--- src/rtl/core/lsf_pkg.sv ---
// ----------------------------------------------------------------------------
// lsf_pkg
// Types and constants shared by the line substring filter files.
// ----------------------------------------------------------------------------
`default_nettype none

package lsf_pkg;

  typedef struct packed {
    logic [7:0] in_byte;
    logic       end_of_input;
  } lsf_item_t;

  typedef struct packed {
    logic [7:0] out_byte;
    logic       kind;
    logic       status;
    logic       last;
  } lsf_result_t;

  typedef enum logic [2:0] {
    ST_IDLE,
    ST_READ,
    ST_BYTE,
    ST_NEWLINE,
    ST_STATUS
  } lsf_state_t;

  localparam logic [7:0] CHAR_NUL = 8'd0;
  localparam logic [7:0] CHAR_LF  = 8'd10;
  localparam logic [7:0] CHAR_CR  = 8'd13;

  localparam logic KIND_LINE   = 1'b0;
  localparam logic KIND_STATUS = 1'b1;

  localparam logic STATUS_MATCH   = 1'b0;
  localparam logic STATUS_NOMATCH = 1'b1;

  localparam int CFG_W     = 64;
  localparam int CFG_IDX_W = 2;
  localparam int TLEN_W    = 5;

  localparam logic [CFG_IDX_W-1:0] REG_TERM_LOW  = 2'd0;
  localparam logic [CFG_IDX_W-1:0] REG_TERM_HIGH = 2'd1;
  localparam logic [CFG_IDX_W-1:0] REG_TERM_LEN  = 2'd2;

endpackage

`default_nettype wire

--- src/rtl/core/lsf_ram.sv ---
// ----------------------------------------------------------------------------
// lsf_ram
// Simple dual-port RAM, one write port, one read port with registered data.
// ----------------------------------------------------------------------------
`default_nettype none

module lsf_ram #(
  parameter int WIDTH  = 8,
  parameter int DEPTH  = 31,
  parameter int ADDR_W = (DEPTH > 1) ? $clog2(DEPTH) : 1
) (
  input  wire logic              clk,
  input  wire logic              we,
  input  wire logic [ADDR_W-1:0] waddr,
  input  wire logic [WIDTH-1:0]  wdata,
  input  wire logic [ADDR_W-1:0] raddr,
  output logic      [WIDTH-1:0]  rdata
);

  logic [WIDTH-1:0] mem [DEPTH];

  always_ff @(posedge clk) begin
    if (we) begin
      mem[waddr] <= wdata;
    end
    rdata <= mem[raddr];
  end

endmodule

`default_nettype wire

--- src/rtl/core/line_substring_filter_top.sv ---
// ----------------------------------------------------------------------------
// line_substring_filter_top
// Fixed-string line filter: passes through text lines that hold the term.
// ----------------------------------------------------------------------------
// An ordinary text byte, carriage return or NUL is taken in the idle state, so
// plain text streams at one byte a cycle while no flush runs. A newline or
// end-of-input beat on a matched line walks the line RAM through its single
// read port: each stored byte passes the READ and BYTE states, then NEWLINE
// gives the closing newline and, at end of input, STATUS the status beat, each
// held while the result side stalls. Unmatched lines need no flush. The result
// register lets a new beat enter while the last result still waits to be taken.
`default_nettype none

module line_substring_filter_top #(
  parameter int LINE_BYTES = 32,
  parameter int TERM_BYTES = 16
) (
  input  wire logic                           clk,
  input  wire logic                           rst,
  input  wire logic                           item_valid,
  output logic                                item_stall,
  input  wire lsf_pkg::lsf_item_t             item,
  output logic                                result_valid,
  input  wire logic                           result_stall,
  output lsf_pkg::lsf_result_t                result,
  input  wire logic                           cfg_write,
  input  wire logic [lsf_pkg::CFG_IDX_W-1:0]  cfg_index,
  input  wire logic [lsf_pkg::CFG_W-1:0]      cfg_data
);

  localparam int STORE_DEPTH = LINE_BYTES - 1;
  localparam int CNT_W       = $clog2(LINE_BYTES);
  localparam int ADDR_W      = (STORE_DEPTH > 1) ? $clog2(STORE_DEPTH) : 1;
  localparam int CMP_W       = (CNT_W + 1 > lsf_pkg::TLEN_W) ? CNT_W + 1 : lsf_pkg::TLEN_W;

  // configuration
  logic [2*lsf_pkg::CFG_W-1:0] term;
  logic [lsf_pkg::TLEN_W-1:0]  term_size;

  // line state
  logic [CNT_W-1:0] count;
  logic [7:0]       win [TERM_BYTES];
  logic             line_matched;
  logic             found_any;

  // flush control
  lsf_pkg::lsf_state_t state, state_next;
  logic [CNT_W-1:0] idx;
  logic [CNT_W-1:0] flen;
  logic             pend_eoi;

  logic [7:0] ram_rdata;
  logic       ram_we;

  logic item_fire;
  logic out_free;
  logic is_drop;
  logic is_lf;
  logic do_store;
  logic hit;
  logic len_ok;
  logic [7:0] win_new [TERM_BYTES];

  logic                 load_out;
  lsf_pkg::lsf_result_t load_data;
  logic                 idx_step;

  assign item_fire = item_valid && !item_stall;
  assign out_free  = !result_valid || !result_stall;
  assign is_drop   = (item.in_byte == lsf_pkg::CHAR_CR) || (item.in_byte == lsf_pkg::CHAR_NUL);
  assign is_lf     = (item.in_byte == lsf_pkg::CHAR_LF);
  assign do_store  = item_fire && !item.end_of_input && !is_drop && !is_lf
                     && (count < CNT_W'(STORE_DEPTH));
  assign ram_we    = do_store;

  lsf_ram #(
    .WIDTH (8),
    .DEPTH (STORE_DEPTH),
    .ADDR_W(ADDR_W)
  ) u_line_ram (
    .clk  (clk),
    .we   (ram_we),
    .waddr(count[ADDR_W-1:0]),
    .wdata(item.in_byte),
    .raddr(idx[ADDR_W-1:0]),
    .rdata(ram_rdata)
  );

  // window after the incoming byte shifts in, and the term compare
  always_comb begin
    logic [3:0] k;
    win_new[0] = item.in_byte;
    for (int j = 1; j < TERM_BYTES; j++) begin
      win_new[j] = win[j-1];
    end
    len_ok = (term_size != '0) && (term_size <= lsf_pkg::TLEN_W'(TERM_BYTES))
             && ((CMP_W'(count) + CMP_W'(1)) >= CMP_W'(term_size));
    hit = len_ok;
    for (int j = 0; j < TERM_BYTES; j++) begin
      k = 4'(term_size - lsf_pkg::TLEN_W'(1) - lsf_pkg::TLEN_W'(j));
      if (lsf_pkg::TLEN_W'(j) < term_size) begin
        if (win_new[j] != term[k*8 +: 8]) begin
          hit = 1'b0;
        end
      end
    end
  end

  // next state
  always_comb begin
    state_next = state;
    unique case (state)
      lsf_pkg::ST_IDLE: begin
        if (item_fire) begin
          if (item.end_of_input) begin
            state_next = (line_matched && count != '0) ? lsf_pkg::ST_READ : lsf_pkg::ST_STATUS;
          end else if (is_lf && line_matched) begin
            state_next = lsf_pkg::ST_READ;
          end
        end
      end
      lsf_pkg::ST_READ: begin
        state_next = lsf_pkg::ST_BYTE;
      end
      lsf_pkg::ST_BYTE: begin
        if (out_free) begin
          state_next = (idx + CNT_W'(1) == flen) ? lsf_pkg::ST_NEWLINE : lsf_pkg::ST_READ;
        end
      end
      lsf_pkg::ST_NEWLINE: begin
        if (out_free) begin
          state_next = pend_eoi ? lsf_pkg::ST_STATUS : lsf_pkg::ST_IDLE;
        end
      end
      lsf_pkg::ST_STATUS: begin
        if (out_free) begin
          state_next = lsf_pkg::ST_IDLE;
        end
      end
      default: state_next = lsf_pkg::ST_IDLE;
    endcase
  end

  // outputs of the sequencer
  always_comb begin
    item_stall = 1'b1;
    load_out   = 1'b0;
    idx_step   = 1'b0;
    load_data  = '{out_byte: ram_rdata, kind: lsf_pkg::KIND_LINE,
                   status: lsf_pkg::STATUS_MATCH, last: 1'b0};
    unique case (state)
      lsf_pkg::ST_IDLE: begin
        item_stall = 1'b0;
      end
      lsf_pkg::ST_READ: begin
      end
      lsf_pkg::ST_BYTE: begin
        load_out = out_free;
        idx_step = out_free;
      end
      lsf_pkg::ST_NEWLINE: begin
        load_out           = out_free;
        load_data.out_byte = lsf_pkg::CHAR_LF;
        load_data.last     = !pend_eoi;
      end
      lsf_pkg::ST_STATUS: begin
        load_out           = out_free;
        load_data.out_byte = '0;
        load_data.kind     = lsf_pkg::KIND_STATUS;
        load_data.status   = found_any ? lsf_pkg::STATUS_MATCH : lsf_pkg::STATUS_NOMATCH;
        load_data.last     = 1'b1;
      end
      default: begin
      end
    endcase
  end

  // configuration registers
  always_ff @(posedge clk) begin
    if (rst) begin
      term      <= '0;
      term_size <= '0;
    end else if (cfg_write) begin
      unique case (cfg_index)
        lsf_pkg::REG_TERM_LOW:  term[lsf_pkg::CFG_W-1:0] <= cfg_data;
        lsf_pkg::REG_TERM_HIGH: term[2*lsf_pkg::CFG_W-1:lsf_pkg::CFG_W] <= cfg_data;
        lsf_pkg::REG_TERM_LEN:  term_size <= cfg_data[lsf_pkg::TLEN_W-1:0];
        default: begin
        end
      endcase
    end
  end

  // line and flush state
  always_ff @(posedge clk) begin
    if (rst) begin
      state        <= lsf_pkg::ST_IDLE;
      count        <= '0;
      line_matched <= 1'b0;
      found_any    <= 1'b0;
      idx          <= '0;
      flen         <= '0;
      pend_eoi     <= 1'b0;
      for (int j = 0; j < TERM_BYTES; j++) begin
        win[j] <= '0;
      end
    end else begin
      state <= state_next;
      if (idx_step) begin
        idx <= idx + CNT_W'(1);
      end
      if (load_out && state == lsf_pkg::ST_STATUS) begin
        found_any <= 1'b0;
      end
      if (do_store) begin
        count <= count + CNT_W'(1);
        for (int j = 0; j < TERM_BYTES; j++) begin
          win[j] <= win_new[j];
        end
        if (hit) begin
          line_matched <= 1'b1;
        end
      end else if (item_fire && (item.end_of_input || is_lf)) begin
        pend_eoi     <= item.end_of_input;
        idx          <= '0;
        flen         <= count;
        count        <= '0;
        line_matched <= 1'b0;
        if (line_matched && count != '0) begin
          found_any <= 1'b1;
        end
        for (int j = 0; j < TERM_BYTES; j++) begin
          win[j] <= '0;
        end
      end
    end
  end

  // result register
  always_ff @(posedge clk) begin
    if (rst) begin
      result_valid <= 1'b0;
    end else if (load_out) begin
      result_valid <= 1'b1;
    end else if (!result_stall) begin
      result_valid <= 1'b0;
    end
  end

  always_ff @(posedge clk) begin
    if (load_out) begin
      result <= load_data;
    end
  end

endmodule

`default_nettype wire

--- config.mk ---
export PLATFORM = sky130hd
export DESIGN_NAME = line_substring_filter_top
export DESIGN_NICKNAME = d
export VERILOG_FILES = /design/src/rtl/core/lsf_pkg.sv /design/src/rtl/core/lsf_ram.sv /design/src/rtl/core/line_substring_filter_top.sv
export SDC_FILE = /design/constraint.sdc
export NUM_CORES = 1
export LEC_CHECK = 0
export BUFFER_PORTS_ARGS = -buffer_cell sky130_fd_sc_hd__buf_2
export CAP_MARGIN = 20
export CORE_ASPECT_RATIO = 1.25
export CORE_MARGIN = 1.5
export CORE_UTILIZATION = 49
export CTS_CLUSTER_DIAMETER = 150
export DETAILED_ROUTE_END_ITERATION = 12
export PLACE_DENSITY = 0.62
export SYNTH_ARGS = -nofsm -noshare
export SYNTH_HDL_FRONTEND = slang
export SYNTH_HIERARCHICAL = 1
export SYNTH_SLANG_ARGS = --single-unit
export TNS_END_PERCENT = 10
--- constraint.sdc ---
create_clock -name clk -period 10.1 [get_ports clk]
set_input_delay 3.03 -clock clk [delete_from_list [all_inputs] [get_ports clk]]
set_output_delay 3.03 -clock clk [all_outputs]
set_load 0.01 [all_outputs]
# Word-level counts from Yosys, hierarchy flattened
# Memories as Yosys holds them, arrays and structs flattened. A register that Yosys moved wholly into a read port is not among the register bits.
# Cells that the tools add are included.
# W data, S select, Z words.
[totals]
mem_count = 2
wordCells = 274
mem_bits_rw = 376
reg_bits = 166
output_inout_bits = 13
in_bits = 80
[op_classes]
bitwise = 33
magnitude_cmp = 19
n_eq_ne = 32
n_shift = 16
add_sub_neg = 19
reduce_logical = 33
mux = 105
[memory_table]
columns = ["name", "words", "word_bits", "read_ports", "rd_clocked_by_memory_dff", "wr", "line", "rtl"]
rows = [
  ["u_line_ram.mem", 31, 8, 1, 1, 1, "lsf_ram.sv:20", "logic [WIDTH-1:0] mem [DEPTH];"],
  ["win", 16, 8, 15, 0, 16, "line_substring_filter_top.sv:42", "logic [7:0] win [TERM_BYTES];"],
]
[ops]
columns = ["op", "n"]
rows = [
  ["$shiftx A128 B8 Y8", 16],
  ["$mux W8", 32],
  ["$ne A8 B8 Y1", 16],
  ["$mux W1", 55],
  ["$lt A4 B5 Y1 const A", 8],
  ["$or A1 B1 Y1", 32],
  ["$sub A4 B4 Y4 const B", 8],
  ["$mux W5", 5],
  ["$mux W3", 8],
  ["$lt A3 B5 Y1 const A", 4],
  ["$eq A8 B4 Y1 const B", 2],
  ["$pmux W8 S2", 1],
  ["$sub A4 B3 Y4 const B", 4],
  ["$pmux W3 S5", 1],
  ["$logic_and A1 B1 Y1", 11],
  ["$add A5 B1 Y5 const B", 2],
  ["$lt A1 B5 Y1 const A", 2],
  ["$lt A2 B5 Y1 const A", 2],
  ["$reduce_and A2 Y1", 5],
  ["$reduce_bool A5 Y1", 2],
  ["$logic_not A8 Y1", 1],
  ["$ne A2 B2 Y1 const B", 4],
  ["$sub A4 B1 Y4 const B", 2],
  ["$sub A4 B2 Y4 const B", 2],
  ["other kinds (22)", 32],
]

# Longest topological paths before layout
[logic_depth]
word_depth = 37
depth_mapped = 25
mapped_depth_nobuf = 15

# Hierarchy
# Netlist, hierarchy kept.
[by_module_without_submodules]
columns = ["mod", "instances", "cells_each", "area_each_um2", "seq_area_each_um2"]
rows = [
  ["line_substring_filter_top", 1, 2029, 19070.8, 6476.2],
  ["lsf_ram", 1, 561, 10108.4, 7607.3],
]

# Worst setup path before layout
# Ideal clock, no wire load.
[synth_path]
path_type = "input to register"
startpoint = "in item[5] in the netlist's numbering"
endpoint = "mem win[1][2], in the netlist win[0][10] (enable)"
n_path_buf = 2
setup_ps = 639
cell_stages = 6
t_arrival_ps = 5183
slack_ps = 4278
t_required_ps = 9461
path_cell_list = "nor4_1 > nor3b_1 > or3_1 > clkbuf_1 > clkbuf_1 > nand2_1"
[synth_lines]
columns = ["item", "line", "rtl"]
rows = [
  ["start: declaration", "line_substring_filter_top.sv:22", "input wire lsf_pkg::lsf_item_t item,"],
  ["end: declaration", "line_substring_filter_top.sv:42", ""],
]

# Worst setup path after layout
[layout_path]
startpoint = "reg term_size[0] in the netlist's numbering"
endpoint = "reg line_matched"
[layout_via]
elab_chain_cells = 37
word_cells_on_any_way = 103
cone_classes = "16 x add/sub; 18 x order compare; 17 x eq/ne; 16 x shift; 32 x mux; 4 x reduce/logical"
[layout_rtl]
columns = ["item", "line", "rtl"]
rows = [
  ["start: declaration", "line_substring_filter_top.sv:38", "logic [lsf_pkg::TLEN_W-1:0] term_size;"],
  ["start signal: assignment", "line_substring_filter_top.sv:187", "lsf_pkg::REG_TERM_LEN: term_size <= cfg_data[lsf_pkg::TLEN_W-1:0];"],
  ["parallel branches: the longest is 34 deep, another holds $sub A4 B1 Y4", "-", ""],
  ["$mux W1 (*)", "line_substring_filter_top.sv:101", "if (lsf_pkg::TLEN_W'(j) < term_size) begin"],
  ["$ne A2 B1 Y1 (no line) (*)", "-", ""],
  ["$reduce_and A2 Y1 (no line) (*)", "-", ""],
  ["end signal: assignment", "line_substring_filter_top.sv:199", "line_matched <= 1'b0;"],
  ["end signal: assignment", "line_substring_filter_top.sv:221", "line_matched <= 1'b1;"],
  ["end signal: assignment", "line_substring_filter_top.sv:228", "line_matched <= 1'b0;"],
  ["end: declaration", "line_substring_filter_top.sv:43", "logic line_matched;"],
]
# Mark *: on every way between the ends.
# A chain may end at the register's enable or synchronous reset.

==> key figures <==
GRT
  – First-pass GRT wire length: about 130000 µm
  – GR Overflow Total: 0
  – Total global-route track usage: approximately 28%
  – Pin count of the biggest net entering global routing: approximately 140
  – Initial antenna violation count: 1
  – Vias in the first global route: 20100

Die
  – DIE HEIGHT: around 280 µm
  – Die area: about 61000 µm²
  – I/O Pins: 93
  – Die X: 221 µm
  – FP Rows: between 90 and 100
  – Initial core utilization: between 40% and 50%
  – Core Area: a little under 60000 µm²

STA
  – Fin. max-slew vios: 0
  – Worst setup margin: 3890 ps
  – Setup TNS: 0 ps
  – Clock Skew: between 20 and 25 ps
  – Slew @ Worst Pin: ~1100 ps
  – Unrepaired setup endpoints after global routing: false
  – Tcrit/Tclk final: about three fifths
  – Max-slew headroom: between 20% and 30%
  – Final setup violation count: 0
  – FMAX: about 0.16 GHz
  – Final min period: just over 6000 ps
  – Final Hold Fails: 0

Logic synthesis
  – Yosys warnings: 6
  – Synth Area in Adders: less than 1%
  – FF+latch count, synth: between 500 and 600
  – Mean post-synth cell area: 11.3 µm²
  – Net Count, Synth: around 2700
  – Cell taking the most area after synthesis: edfxtp_1
  – Mux cell area share after synthesis: 23.3%
  – Yosys top cell area share: between 30% and 40%
  – Largest family of logic cells by synthesized area: multiplexers
  – Seq/Total Area, Yosys: 48.3%
  – Ys async rst share: 0%
  – Synth Area in Compound Gates: under 10%
  – Synthesized cell area: a little under 30000 µm²
  – Synth unique cells: 78
  – Most common cell in the netlist: nand2_1
  – Synth top area cells: edfxtp_1, dfxtp_1, mux2i_1, mux4_2, nand2_1
  – Simple-gate share of the synthesized area: between 10% and 20%
  – Primary FF master, synth: edfxtp_1
  – Synth Instances: about 2600
  – Post-Synth XOR/XNOR Area: under 10%
  – EDFF count, synth: about 320
  – Top cells by count, synth: nand2_1, mux2i_1, edfxtp_1, dfxtp_1, a21oi_1

Finish
  – Layout cells sized above 1: between 10% and 20%
  – N_diodes: 0
  – Fin nets: 2701
  – Non-Filler Instances: roughly 3400
  – Register area: 14100 µm²
  – # fillers: between 5000 and 6000
  – Layout area overhead: 9.43%
  – Area of the multi-input gates: roughly 14000 µm²

Routing
  – Final WL: approximately 86000 µm
  – WL/cell: around 25 µm
  – Vias: just over 20000
  – Met3 WL: 4430 µm
  – Vias per cell: 6.10
  – Drt pass-1 iters: 6
  – Detail Route Antenna Nets: 0
  – Max layer used: met4
  – Initial drt markers: ~1800
  – WL met1: about 34000 µm
  – DRC: 0
  – Met2 wire length: ~44000 µm

Placement
  – GPL Wtd Cong: just under 1
  – Place WS: 3490 ps
  – Placed insts: 3303
  – DP Wirelength: about 63000 µm
  – Port bufs: 92

Run status
  – Run status: complete, no violations

Power and ir drop
  – Clk pwr share: approximately two fifths
  – P_int: around 3.8 mW
  – Static leakage: between 10 and 15 nW
  – Sw Pwr: approximately 1.4 mW
  – Pwr Density: ~160 nW/µm²
  – Logic gate share of total power: between 10 and 15%
  – Reg power frac: a little under half
  – Net Sw Frac: 26.5%
  – Worst vdd ir: approximately 150 µV

Clock network
  – Hold buffer count at CTS: 0
  – CTS Buffer Depth: 3
  – Post-CTS Setup Repair Bufs: 0
  – Clk pin slew, worst setup/hold paths: ~60 ps
  – CTS Root Cell: clkbuf_16
  – Post-CTS Resized: 0
  – Clock Latency Late Sink: about 630 ps
  – Clock sinks: approximately 540
  – CTS tree: done
  – H-Tree Depth: 2
  – CTS Buf Count: 54

Worst setup path
  – Crit Path Category: reg2reg
  – Crit path arrival time: a little under 7000 ps
  – Crit path required time: 10660 ps
  – CP Max Fanout: 48
  – Critical path endpoint category: flop
  – Bufs and invs on worst path: 4
  – Critical path cell sequence: buf_4 > clkinv_2 > ha_1 > xor2_4 > buf_4 > inv_2 > ha_1 > nor3b_2 > nor4_2 > nor2_2 > mux2i_1 > xnor2_1 > nand4_1 > a2111oi_2 > o2111ai_1 > o21ai_1
  – Critical path's top delay family: buffers and inverters
  – Critical Path Source Type: flop
  – CP max-delay cell: nor4_2
  – CP peak stage delay: ~800 ps

Worst hold path
  – Hold crit path type: reg2reg

Flow run
  – Max Cap Violations: 0
-- registers in the layout (all words and copies together) (netlist names) --
register / cells
result_valid: 1
idx: 5
state: 3
term_size: 5
found_any: 1
win: 120
count: 5
pend_eoi: 1
u_line_ram/mem: 248
result: 11
line_matched: 1
flen: 5
term: 128
u_line_ram/rdata: 8
-- metal layers --
layer  vias to the layer above  GRT usage, %
li1                       9525             -
met1                     10300          34.0
met2                       739          50.2
met3                       169          3.23
met4                         0          13.4
met5                         -             0
-- logic make-up after synthesis --
kind of cell / count (synthesis)
adders and majority gates: 17
AOI/OAI and AO/OA: 393
muxes: 552
buffers and inverters: 192
and+or+nand+nor: 751
DFF: 542
xor gates and xnor gates: 143
-- power groups by stage --
stage	logic, mW	clock network, mW	registers [mW]
after floorplan	0.482	0	2.47
after global placement	0.696	0	2.48
after detailed placement	0.704	0	2.48
after CTS	0.705	2.11	2.44
after global routing	0.748	2.19	2.44
final	0.709	2.08	2.44
-- worst register-to-register path: cells and delay by family (launching register included) --
family,cells,cell delay (ps)
compound gates,3,550
xor+xnor,2,510
fa+ha+maj,2,850
buf+inv,4,2110
flops,1,310
mux,1,220
simple gates,4,1590
-- path summary, 6_finish.rpt --
| kind | startpoint | end | slack (ps) | cells past startpoint |
|---|---|---|---|---|
| worst min register to register | win[1][52]$_SDFFE_PP0P_ | win[1][52]$_SDFFE_PP0P_ | 470 | 2 |
| worst max-delay path | term_size[0]$_SDFFE_PP0P_ | line_matched$_SDFFE_PP0P_ | 3890 | 16 |
| worst max register to register | term_size[0]$_SDFFE_PP0P_ | line_matched$_SDFFE_PP0P_ | 3890 | 16 |
| worst min-delay path | win[1][52]$_SDFFE_PP0P_ | win[1][52]$_SDFFE_PP0P_ | 470 | 2 |
-- per-stage QoR --
stage               area, µm²  util, %  hold slack, ps  power, mW
CTS                     31900     54.5             472       5.25
global route            31900     54.5             489       5.38
floorplan               29200        -             439       2.95
global placement        30100     51.3             456       3.18
finish                  31900     54.5             471       5.23
detailed placement      30100     51.3             463       3.19
-- cells in the final DEF (no fill, tap or decap), drive strengths merged, types with 79 or more instances in the layout --
cell    netlist  routed
edfxtp      323     323
nor2         83      83
xnor2       109     109
mux4         97      97
buf          82     134
dfxtp       219     219
a21oi       216     216
a22oi        79      79
mux2i       415     415
nand2       443     443
-- layout make-up --
| type | count | share of cell area, % |
|---|---|---|
| well taps | 757 | 2.97 |
| repair buffers | 134 | 2.48 |
| multi-input cells | 1856 | 44.5 |
| inverters | 16 | 0.192 |
| clock buffers | 68 | 4.65 |
| clock inverters | 31 | 1.09 |
| flip-flops and latches | 542 | 44.1 |
(Power assumes the default switching activity.)
